File: src/rtl/pcwrl_pkg.sv
// Shared types and constants for the per-client window rate limiter.
package pcwrl_pkg;

  localparam int SLOTS = 64;
  localparam int SLOT_W = $clog2(SLOTS);
  localparam int CNT_W = $clog2(SLOTS + 1);

  localparam logic [1:0] REQ_CHECK  = 2'd0;
  localparam logic [1:0] REQ_FORGET = 2'd1;
  localparam logic [1:0] REQ_CLEAR  = 2'd2;

  localparam logic [1:0] CFG_WINDOW = 2'd0;
  localparam logic [1:0] CFG_MAX    = 2'd1;
  localparam logic [1:0] CFG_ACTIVE = 2'd2;

  localparam logic [15:0] LFSR_SEED = 16'hACE1;
  localparam logic [15:0] LFSR_TAPS = 16'hB400;

  typedef struct packed {
    logic start;       // latch request, reset scan
    logic scan;        // process the slot under the read pointer
    logic finish;      // write back and produce the result
    logic mod_step;    // one step of lfsr mod n
  } pcwrl_cmd_t;

  typedef struct packed {
    logic scan_done;   // last slot processed or match found
    logic need_mod;    // check without match and without candidate
    logic mod_done;
  } pcwrl_status_t;

endpackage

File: src/rtl/pcwrl_ctrl.sv
// Sequencer for scan, remainder and write-back phases.
module pcwrl_ctrl import pcwrl_pkg::*; (
  input  logic          clk,
  input  logic          rst,
  input  logic          in_valid,
  output logic          in_stall,
  output logic          out_valid,
  input  logic          out_stall,
  output pcwrl_cmd_t    cmd,
  input  pcwrl_status_t status
);

  typedef enum logic [4:0] {
    S_IDLE = 5'b00001,
    S_SCAN = 5'b00010,
    S_MOD  = 5'b00100,
    S_FIN  = 5'b01000,
    S_OUT  = 5'b10000
  } state_t;

  state_t state, state_next;

  assign in_stall = (state != S_IDLE);
  assign out_valid = (state == S_OUT);

  always_comb begin
    cmd = '0;
    state_next = state;
    unique case (state)
      S_IDLE: begin
        if (in_valid) begin
          cmd.start = 1'b1;
          state_next = S_SCAN;
        end
      end
      S_SCAN: begin
        if (status.scan_done) begin
          if (status.need_mod) state_next = S_MOD;
          else state_next = S_FIN;
        end else cmd.scan = 1'b1;
      end
      S_MOD: begin
        cmd.mod_step = 1'b1;
        if (status.mod_done) state_next = S_FIN;
      end
      S_FIN: begin
        cmd.finish = 1'b1;
        state_next = S_OUT;
      end
      S_OUT: begin
        if (!out_stall) state_next = S_IDLE;
      end
      default: state_next = S_IDLE;
    endcase
  end

  always_ff @(posedge clk) begin
    if (rst) state <= S_IDLE;
    else state <= state_next;
  end

endmodule

File: config.mk
export PLATFORM = sky130hd
export DESIGN_NAME = pcwrl_ctrl
export DESIGN_NICKNAME = d
export VERILOG_FILES = /design/src/rtl/pcwrl_pkg.sv /design/src/rtl/pcwrl_ctrl.sv
export SDC_FILE = /design/constraint.sdc
export NUM_CORES = 1
export LEC_CHECK = 0
export BUFFER_PORTS_ARGS = -buffer_cell sky130_fd_sc_hd__buf_2
export CAP_MARGIN = 20
export CELL_PAD_IN_SITES_DETAIL_PLACEMENT = 2
export CELL_PAD_IN_SITES_GLOBAL_PLACEMENT = 2
export CORE_MARGIN = 3
export CORE_UTILIZATION = 25
export DETAILED_ROUTE_END_ITERATION = 7
export HOLD_SLACK_MARGIN = 0.15
export PLACE_DENSITY = 0.78
export SYNTH_ARGS = -nofsm -noshare
export SYNTH_HDL_FRONTEND = slang
export SYNTH_SLANG_ARGS = --single-unit
export TNS_END_PERCENT = 30
File: constraint.sdc
create_clock -name clk -period 3.9 [get_ports clk]
set_clock_uncertainty 0.05 [all_clocks]
set_input_delay 0.195 -clock clk [delete_from_list [all_inputs] [get_ports clk]]
set_output_delay 0.195 -clock clk [all_outputs]
set_load 0.01 [all_outputs]
# After elaboration in Yosys (flattened, before gate mapping)
# Cells that the tools add are included.
[totals] register_bits=5 inputBits=7 output_inout_bits=6 elab_cells=24
[op_classes] eq_ne=10 mux=12 n_reduce_logical=1
[op_table] cell="5-bit one-hot mux with 5 select lines" count=1
[op_table] cell="5-bit 2-to-1 mux" count=4
[op_table] cell="2-bit != test (second input constant)" count=4
[op_table] cell="1-bit 2-to-1 mux" count=6
[op_table] cell="5-bit by 1-bit equality test with 1-bit output (second input constant)" count=1
[op_table] cell="5-bit by 2-bit equality test with 1-bit output (second input constant)" count=1
[op_table] cell="5-bit by 3-bit equality test with 1-bit output (second input constant)" count=1
[op_table] cell="5-bit by 4-bit equality test with 1-bit output (second input constant)" count=1
[op_table] cell="5-bit equality test (second input constant)" count=1
[op_table] cell="5-bit by 1-bit != test with 1-bit output (second input constant)" count=1
[op_table] cell="4-bit 2-to-1 mux" count=1
[op_table] cell="4-bit AND reduction" count=1

# Logic depth before layout (Yosys ltp)
# Gate-level depths: netlist (run 1).
[logic_depth] depth_word=3 mapped_depth=6

# Worst setup path before layout (run 1)
# Ideal clock, no wire load.
[synth_path] path_type="reg-to-reg" startpoint="register state[2]" endpoint="register state[0]" setup_ns=0.121 arrival_ns=1.253 required_ns=3.729 slack_ns=2.475 stages_incl_launch_ff=6 path_buffers=1 synth_period_minus_slack_ns=1.425 path_cell_list="dfxtp_1 -> buf_6 -> or3_4 -> nor3_4 -> nand3b_1 -> o21ai_1"
[synth_via] elab_chain_cells=3
[synth_rtl] item="start: declaration" line="pcwrl_ctrl.sv:21" rtl="state_t state, state_next;"
[synth_rtl] item="start signal: assignment" line="pcwrl_ctrl.sv:59" rtl="else state <= state_next;"
[synth_rtl] item="5-bit by 2-bit equality test with 1-bit output, or another cell as far along" line="pcwrl_ctrl.sv:29" rtl="unique case (state)"
[synth_rtl] item="2-bit != test (no source line)"
[synth_rtl] item="4-bit AND reduction (no source line)"
# Parallel ways exist; a longest one is shown, timed or not.
# A chain may end at the register's enable or synchronous reset.

==> metrics, run 1 <==
Tcrit/Tclk final=0.4323; CP cell instances=or3_4 > nor3_4 > buf_2; first-pass GRT wire length=1642 microns; Period minus WS final=1686 ps; Worst setup SP type=flop; CP Launch Point=state[2]; fin. max-slew vios=0; Critical Path RT=3650 ps; vias in the first global route=375; status=completed; Critical Path AT=1440 ps; min-delay worst type=in -> reg; WL final=968 microns; most common cell after layout, fill and taps aside=buf_2; CTS tree=yes; Final Hold Vio Count=0; slowest stage delay, CP=450 ps; final layout net count=67; WL per Instance=13.26 microns; row count=12; Area growth, synth to finish=32.45%; Worst path slowest cell=or3_4; pin count of the biggest net entering global routing=11; Worst-Skew Late Latency=240 ps; buffer depth of the longest clock path=2; H-Tree Depth=1; syn nets=50; sequential share of the synthesized area=0.3019; number of synthesized register bits=5; Distinct cells, synth=23; synthesized area=331.6 sq um; Post-route DRC=0; CTS Sinks=5; RSZ-0062 raised after global routing=false; fin util=0.3750; port buffer count=12; 1st-iter DRT viols=2; DRT antenna net count=0; min-delay src=status[1]; VDD IR max=147.9 uV; commonest cells after routing, fill and taps aside=buf_2 (12), nor2_1 (9), dfxtp_1 (5); I/O pins=13; synth warn=0; Final Cell Area=439.2 sq um; PwrDens=342.2 nW/um^2; hold_ws=188.8 ps; Die X=42.42 microns; top flop regs=state: 5 flops; Avg Cell Area, Syn=7.711 sq um; clock transition at the registers of the reported paths=40 ps; CTS root buffer=clkbuf_4; Total Routing Usage GR=0.1221; via count=360; CP max FO=10; Largest register FFs=5; max-cap violations=0; post-DR vias/cell=4.932; Post-DP HPWL=735.6 microns; Slew headroom=0.7971; initial antenna violation count=0; routability cong.=0.7124; Final setup violation count=0; Syn Inst Count=43; CP endpoint kind=primary output; Chip Height=42.42 microns; Core Area=1171 sq um; Inserted Diodes=0; total grt overflow=0; Initial Util=0.2831; Max Fclk=0.5931 GHz; setup_tns=0 ps; leak pwr=0.2191 nW; CTS Buf Count=3; FF-to-FF Start=state[2]; worst-margin pin slew=303.9 ps; share of cells above drive strength 1=0.3051; drt first pass iters=4; worst setup path category=reg -> out; Biggest register=state; die area=1799 sq um; Placement Cell Area=392.9 sq um; post-CTS resize count=0
-- metal layers --
metal	GRT usage	vias to the layer above	part of all wire
li1	-	181	-
met4	0.09317	0	0.0093
met3	0.03004	2	0.048
met1	0.1447	166	0.48
met2	0.1854	11	0.46
met5	0	-	0
-- per-stage QoR --
step / setup slack [ps] / total power, mW / cells
6_report: 2214 / 0.1503 / 73
5_1_grt: 2089 / 0.1609 / 73
4_1_cts: 2195 / 0.1539 / 73
3_5_place_dp: 2454 / 0.09056 / 67
3_3_place_gp: 2467 / 0.08975 / 67
2_1_floorplan: 2475 / 0.07850 / 43
-- report_power, final --
| part | switching, mW | internal (mW) |
|---|---|---|
| sequential | 0.00493 | 0.0539 |
| clock | 0.0205 | 0.0386 |
| combinational | 0.0174 | 0.0149 |
-- cell usage after synthesis, drive strengths merged --
cell    n  area [sq um]
dfxtp   5         100.1
xor2    1         8.760
nand2   1         3.750
nand2b  1         6.260
nor2    9         33.78
mux2i   1         10.01
nand4b  2         17.52
o21ai   2         10.00
o211ai  1         7.510
nor3b   1         7.510
or3     1         11.26
nand3   2         10.01
a21oi   4         20.02
buf     2         16.26
and3    2         13.77
inv     3         11.26
nand3b  1         7.510
nor4bb  1         10.01
nor3    3         26.28
-- critical path, delay by kind of cell, from the launching register on --
| kind | cells | cell delay (ps) |
|---|---|---|
| buf+inv | 1 | 160 |
| flops | 1 | 390 |
| simple gates | 2 | 650 |
-- worst paths after layout --
path	to	slack [ps]	cells after the start
setup / recovery	cmd[2]	2210	3
hold / removal	state[2]	190	3
setup reg to reg	state[0]	2450	4
hold reg to reg	state[4]	570	2
-- kinds of logic (layout without fill, tap and decap cells) --
| logic type | after synthesis | in the layout | synth area share |
|---|---|---|---|
| buf+inv | 5 | 21 | 0.08300 |
| simple gates | 24 | 24 | 0.4453 |
| xor+xnor | 1 | 1 | 0.02642 |
| mux | 1 | 1 | 0.03019 |
| flops | 5 | 5 | 0.3019 |
| compound gates | 7 | 7 | 0.1132 |
-- layout make-up --
class / instances / area (sq um)
Timing Repair Buffer: 14 / 80.08
Tap cell: 14 / 17.52
Multi-Input combinational cell: 33 / 203.9
Fill cell: 152 / 732.0
Inverter: 3 / 11.26
Clock buffer: 4 / 26.28
Sequential cell: 5 / 100.1
-- what timing repair did --
item / CTS / global route
hold buffers: 2 / 0
hold endpoints to repair: 3 / 0
buffers inserted: 0 / 0
No activity file was read; power rests on OpenSTA's default activity.
==> inputs of run 2 (changes only) <==
- ABC_AREA: unset -> 1
- CORE_UTILIZATION: 25 -> 20
- PLACE_DENSITY: 0.78 -> 0.71
- clock period: 3.9 -> 1.75 ns (I/O delays scaled with it)
==> metrics, run 2 <==
status=completed; Post-synth top cells=inv_1 (11), nand2_1 (7), nor2_1 (6); Main synth FF type=dfxtp_1; Tcrit/Tclk final=0.7892; top flop regs=state: 5 flops; max-cap violations=0 (unchanged); Inserted Diodes=0 (unchanged); Area growth, synth to finish=47.93%; min-delay worst type=in -> reg; first-pass GRT wire length=1628 microns (-0.85%); CP endpoint kind=primary output; min-delay src=in_valid; post-DR vias/cell=4.542 (-7.9%); CTS Sinks=5 (unchanged); Async S/R FF share, synth=0 (unchanged); buffer depth of the longest clock path=2 (unchanged); VDD IR max=209.4 uV (+42%); combinational share of power=0.234 (+0.019); leak pwr=0.2578 nW (+18%); Post-DP HPWL=787.6 microns (+7.1%); Switch Pwr=0.09769 mW (+130%); synthesized area=302.8 sq um (-8.7%); CTS tree=yes; share of cells above drive strength 1=0.2941 (-0.01097); Avg Cell Area, Syn=6.308 sq um (-18%); post-CTS resize count=0 (unchanged); number of synthesized register bits=5 (unchanged); Chip Height=44.91 microns (+5.9%); via count=377 (+4.7%); Slew headroom=0.8120 (+0.01484); Final Hold Vio Count=0 (unchanged); PwrDens=752.3 nW/um^2 (+120%); CTS Buf Count=3 (unchanged); clock transition at the registers of the reported paths=40 ps (about the same); Worst-Skew Late Latency=240 ps (about the same); Synth top area share=0.3306 (+0.02869); Worst setup SP type=flop; sequential share of the synthesized area=0.3306 (+0.02869); worst-margin pin slew=281.7 ps (-22.16 ps); CTS root buffer=clkbuf_4; row count=13 (+1); Post-synth EDFFs=0 (unchanged); fin. max-slew vios=0 (unchanged); Clk network pwr share=0.392 (-0.002); hold_ws=188.1 ps (-0.6920 ps); Synth area leader=dfxtp_1; Largest register FFs=5 (unchanged); commonest cells after routing, fill and taps aside=buf_2 (12), inv_1 (11), nand2_1 (7); RSZ-0062 raised after global routing=false; Final setup violation count=0 (unchanged); initial antenna violation count=0 (unchanged); Die X=44.91 microns (+5.9%); total grt overflow=0 (unchanged); Syn Inst Count=48 (+12%); syn nets=55 (+10%); die area=2017 sq um (+12%); Distinct cells, synth=13 (-43%); P_int=0.2393 mW (+120%); Initial Util=0.2216 (-0.06151); H-Tree Depth=1 (unchanged); WL per Instance=11.53 microns (-13%); Max Fclk=0.7240 GHz; Net Sw Frac=0.2899 (+0.004613); most common cell after layout, fill and taps aside=buf_2; FF-to-FF Start=state[2]; WL final=957 microns (-1.1%); Biggest register=state; pin count of the biggest net entering global routing=9 (-2); final layout net count=76 (+13%); Total Routing Usage GR=0.1177 (-0.004314); Critical Path RT=1610 ps (-2040 ps); worst setup path category=reg -> out; routability cong.=0.7574 (+6.3%); DRT antenna net count=0 (unchanged); port buffer count=12 (unchanged); Area contributors post-synth=dfxtp_1 (33%), inv_1 (14%), nand4_1 (10%); vias in the first global route=392 (+4.5%); drt first pass iters=4 (unchanged); setup_tns=0 ps (unchanged); fillers=181 (+19%); Period minus WS final=1381 ps; Post-route DRC=0 (unchanged); Critical Path AT=1240 ps (-200 ps); CP max FO=6 (-4); Seq pwr share=0.374 (-0.017); top-count cell post-synth=inv_1; Core Area=1366 sq um (+17%); I/O pins=13 (unchanged); synth warn=0 (unchanged); CP Launch Point=state[2]; 1st-iter DRT viols=2 (unchanged)
## run 2: critical path: stages (launching register included)
cell and delay, ps:
dfxtp_1 310, nor2_2 260, nand3_2 160, nor2_2 130
buf_2 140
## run 2: final cells by class
type                            instances  area, sq um  share of cell area
Sequential cell                         5        100.1              0.2235
Multi-Input combinational cell         31        157.7              0.3520
Tap cell                               15        18.77             0.04190
Timing Repair Buffer                   16        100.1              0.2235
Clock buffer                            4        26.28             0.05866
Inverter                               12        45.04              0.1006
## run 2: power groups by stage
stage               clock [mW]  sequential (mW)  combinational, mW
CTS                      0.136            0.126             0.0799
finish                   0.132            0.126             0.0789
global placement             0            0.128             0.0709
global route             0.147            0.127             0.0905
detailed placement           0            0.128             0.0722
floorplan                    0            0.127             0.0459
## run 2: path summary, 6_finish.rpt
| path | end | cells after the start | slack [ps] |
|---|---|---|---|
| max | cmd[3] | 4 | 370 |
| min | state[0] | 4 | 190 |
| max reg2reg | state[0] | 6 | 530 |
| min reg2reg | state[4] | 2 | 510 |
## run 2: kinds of logic (layout without fill, tap and decap cells)
family / after synthesis / count (layout) / synth area share
AND/OR/NAND/NOR: 27 / 27 / 0.4462
buffers and inverters: 12 / 32 / 0.1487
flip-flops: 5 / 5 / 0.3306
AO/OA/AOI/OAI: 4 / 4 / 0.07437
## run 2: metal layers
layer / global-route usage / part of all wire / routed length (microns) / vias to the layer above
met2: 0.1691 / 0.48 / 456 / 12
li1: - / - / - / 190
met4: 0.1053 / 0.0094 / 9 / 0
met3: 0.03586 / 0.051 / 49 / 2
met1: 0.1391 / 0.46 / 442 / 173
met5: 0 / 0 / 0 / -
## run 2: timing repair
action | 4_1_cts | 5_1_grt
setup endpoints to repair | 0 | 0
hold endpoints to repair | 5 | 0
buffers inserted | 0 | 0
hold buffers | 4 | 0
## run 2: stage by stage
stage	power, mW	instances	worst slack (ps)	utilization	area, sq um
floorplan	0.1729	48	694.5	-	302.8
global placement	0.1987	75	585.6	0.2793	381.6
detailed placement	0.2003	75	545.8	0.2793	381.6
CTS	0.3418	83	350.7	0.3278	447.9
global route	0.3638	83	253.5	0.3278	447.9
finish	0.3370	83	368.9	0.3278	447.9
==> inputs of run 3 (changes only) <==
- clock period: 1.75 -> 1.4 ns (I/O delays scaled with it)
==> metrics, run 3 (synthesis results as in run 2) <==
status=completed; WL final=923 microns (-3.6%); vias in the first global route=395 (+0.77%); row count=13 (unchanged); worst r2r dst=state[2]; Post-DP HPWL=795.4 microns (+0.99%); hold path depth=4 (unchanged); H-Tree Depth=1 (unchanged); top flop regs=state: 5 flops; Worst-Skew Late Latency=240 ps (about the same); DRT antenna net count=0 (unchanged); drt first pass iters=1 (-3); pin count of the biggest net entering global routing=9 (unchanged); combinational share of power=0.232 (-0.002); Critical Path RT=1280 ps (-330 ps); most common cell after layout, fill and taps aside=buf_2; Final Hold Vio Count=0 (unchanged); Chip Height=44.91 microns (unchanged); worst-margin pin slew=240.9 ps (-40.78 ps); Tcrit/Tclk final=0.9316; CTS Sinks=5 (unchanged); CP endpoint kind=primary output; min-delay worst type=in -> reg; VDD IR max=380.9 uV (+82%); WL per Instance=11.12 microns (-3.6%); slowest stage delay, CP=310 ps (about the same); total grt overflow=0 (unchanged); leak pwr=0.2582 nW (+0.16%); fin. max-slew vios=0 (unchanged); clock transition at the registers of the reported paths=40 ps (about the same); first-pass GRT wire length=1690 microns (+3.8%); CTS root buffer=clkbuf_4; routability cong.=0.7343 (-3.0%); CP cell instances=nor2_2 > nand4_1 > inv_1 > buf_2; Core Area=1366 sq um (unchanged); Inserted Diodes=0 (unchanged); Post-route DRC=0 (unchanged); CTS Buf Count=3 (unchanged); min-delay src=in_valid; Worst path slowest cell=dfxtp_1; Largest register FFs=5 (unchanged); hold_ws=165.5 ps (-22.61 ps); post-DR vias/cell=4.506 (-0.80%); Biggest register=state; reg2reg path depth=6 (unchanged); Setup Buffers After CTS=0 (unchanged); buffer depth of the longest clock path=2 (unchanged); Area growth, synth to finish=48.76%; port buffer count=12 (unchanged); Critical Path AT=1180 ps (-60 ps); max-cap violations=0 (unchanged); die area=2017 sq um (unchanged); CP Buf/Inv Count=2 (+1); final layout net count=76 (unchanged); Switch Pwr=0.1226 mW (+26%); setup slack, reg-to-reg=190 ps (-340 ps); FF-to-FF Start=state[4]; P_int=0.3001 mW (+25%); 1st-iter DRT viols=0 (-2); Worst setup SP type=flop; Total Routing Usage GR=0.1161 (-0.001635); RSZ-0062 raised after global routing=true; Slew headroom=0.8392 (+0.02722); I/O pins=13 (unchanged); worst setup path category=reg -> out; Die X=44.91 microns (unchanged); Worst Hold Endpoint=state[0]; Final setup violation count=0 (unchanged); PwrDens=938.5 nW/um^2 (+25%); Initial Util=0.2216 (unchanged); commonest cells after routing, fill and taps aside=buf_2 (12), inv_1 (11), nand2_1 (7); initial antenna violation count=0 (unchanged); CP max FO=6 (unchanged); Max Fclk=0.7668 GHz; Clk network pwr share=0.393 (about the same); Worst path top cell family by delay=simple AND/OR/NAND/NOR gates; setup_tns=0 ps (unchanged); Seq pwr share=0.375 (about the same); Period minus WS final=1304 ps; CTS tree=yes; Net Sw Frac=0.2900 (about the same); via count=374 (-0.80%); share of cells above drive strength 1=0.3088 (+0.01471)
[run 3: cell types whose count changed in the layout (fill, tap and decap cells not counted)]
cell,delta
nor2_1,-1
nor2_2,+1
[run 3: what timing repair did]
item,in CTS,in global routing
resized for setup,0,1
hold endpoints to repair,5,0
hold buffers,4,0
endpoints found under the setup margin,0,3
[run 3: final cells by class]
class,count,area [sq um]
Sequential cell,5,100.1
Clock buffer,4,26.28
Inverter,12,45.04
Fill cell,182,915.9
Multi-Input combinational cell,31,160.2
Timing Repair Buffer,16,100.1
Tap cell,15,18.77
[run 3: tightest hold or removal path: stages]
cell	delay [ps]
buf_2	70
inv_1	60
nand4_1	120
nand3_1	80
[run 3: worst max path at each step]
stage          cells past startpoint      from  slack, ps       end
2_1_floorplan                      4  state[2]        340  state[1]
3_3_place_gp                       6  state[1]        250  state[0]
3_5_place_dp                       6  state[4]        200  state[2]
4_1_cts                            5  state[0]         50    cmd[3]
5_1_grt                            5  state[1]        -50    cmd[2]
6_report                           4  state[2]        100    cmd[2]
[run 3: power groups by stage]
stage | registers, mW | clock network, mW | logic (mW)
after floorplan | 0.159 | 0 | 0.0573
after global routing | 0.160 | 0.179 | 0.114
after CTS | 0.158 | 0.170 | 0.0987
final | 0.159 | 0.166 | 0.0979
after detailed placement | 0.161 | 0 | 0.0894
after global placement | 0.160 | 0 | 0.0881
[run 3: stage by stage]
step                      power [mW]  instances  setup WS, ps  utilization  cell area, sq um
after CTS                     0.4272         83         48.30       0.3278             447.9
after global placement        0.2479         75         246.1       0.2793             381.6
after global routing          0.4538         83        -50.77       0.3297             450.4
after detailed placement      0.2502         75         204.4       0.2793             381.6
final                         0.4227         83         95.81       0.3297             450.4
after floorplan               0.2161         48         344.5            -             302.8
[run 3: routing by layer]
metal  vias to the layer above  share of wire  wire length, microns  track usage
li1                        193              -                     -            -
met1                       163           0.47                   438       0.1487
met2                        14           0.42                   392       0.1834
met3                         4          0.064                    59     0.003984
met4                         0          0.036                    33      0.08772
met5                         -              0                     0            0
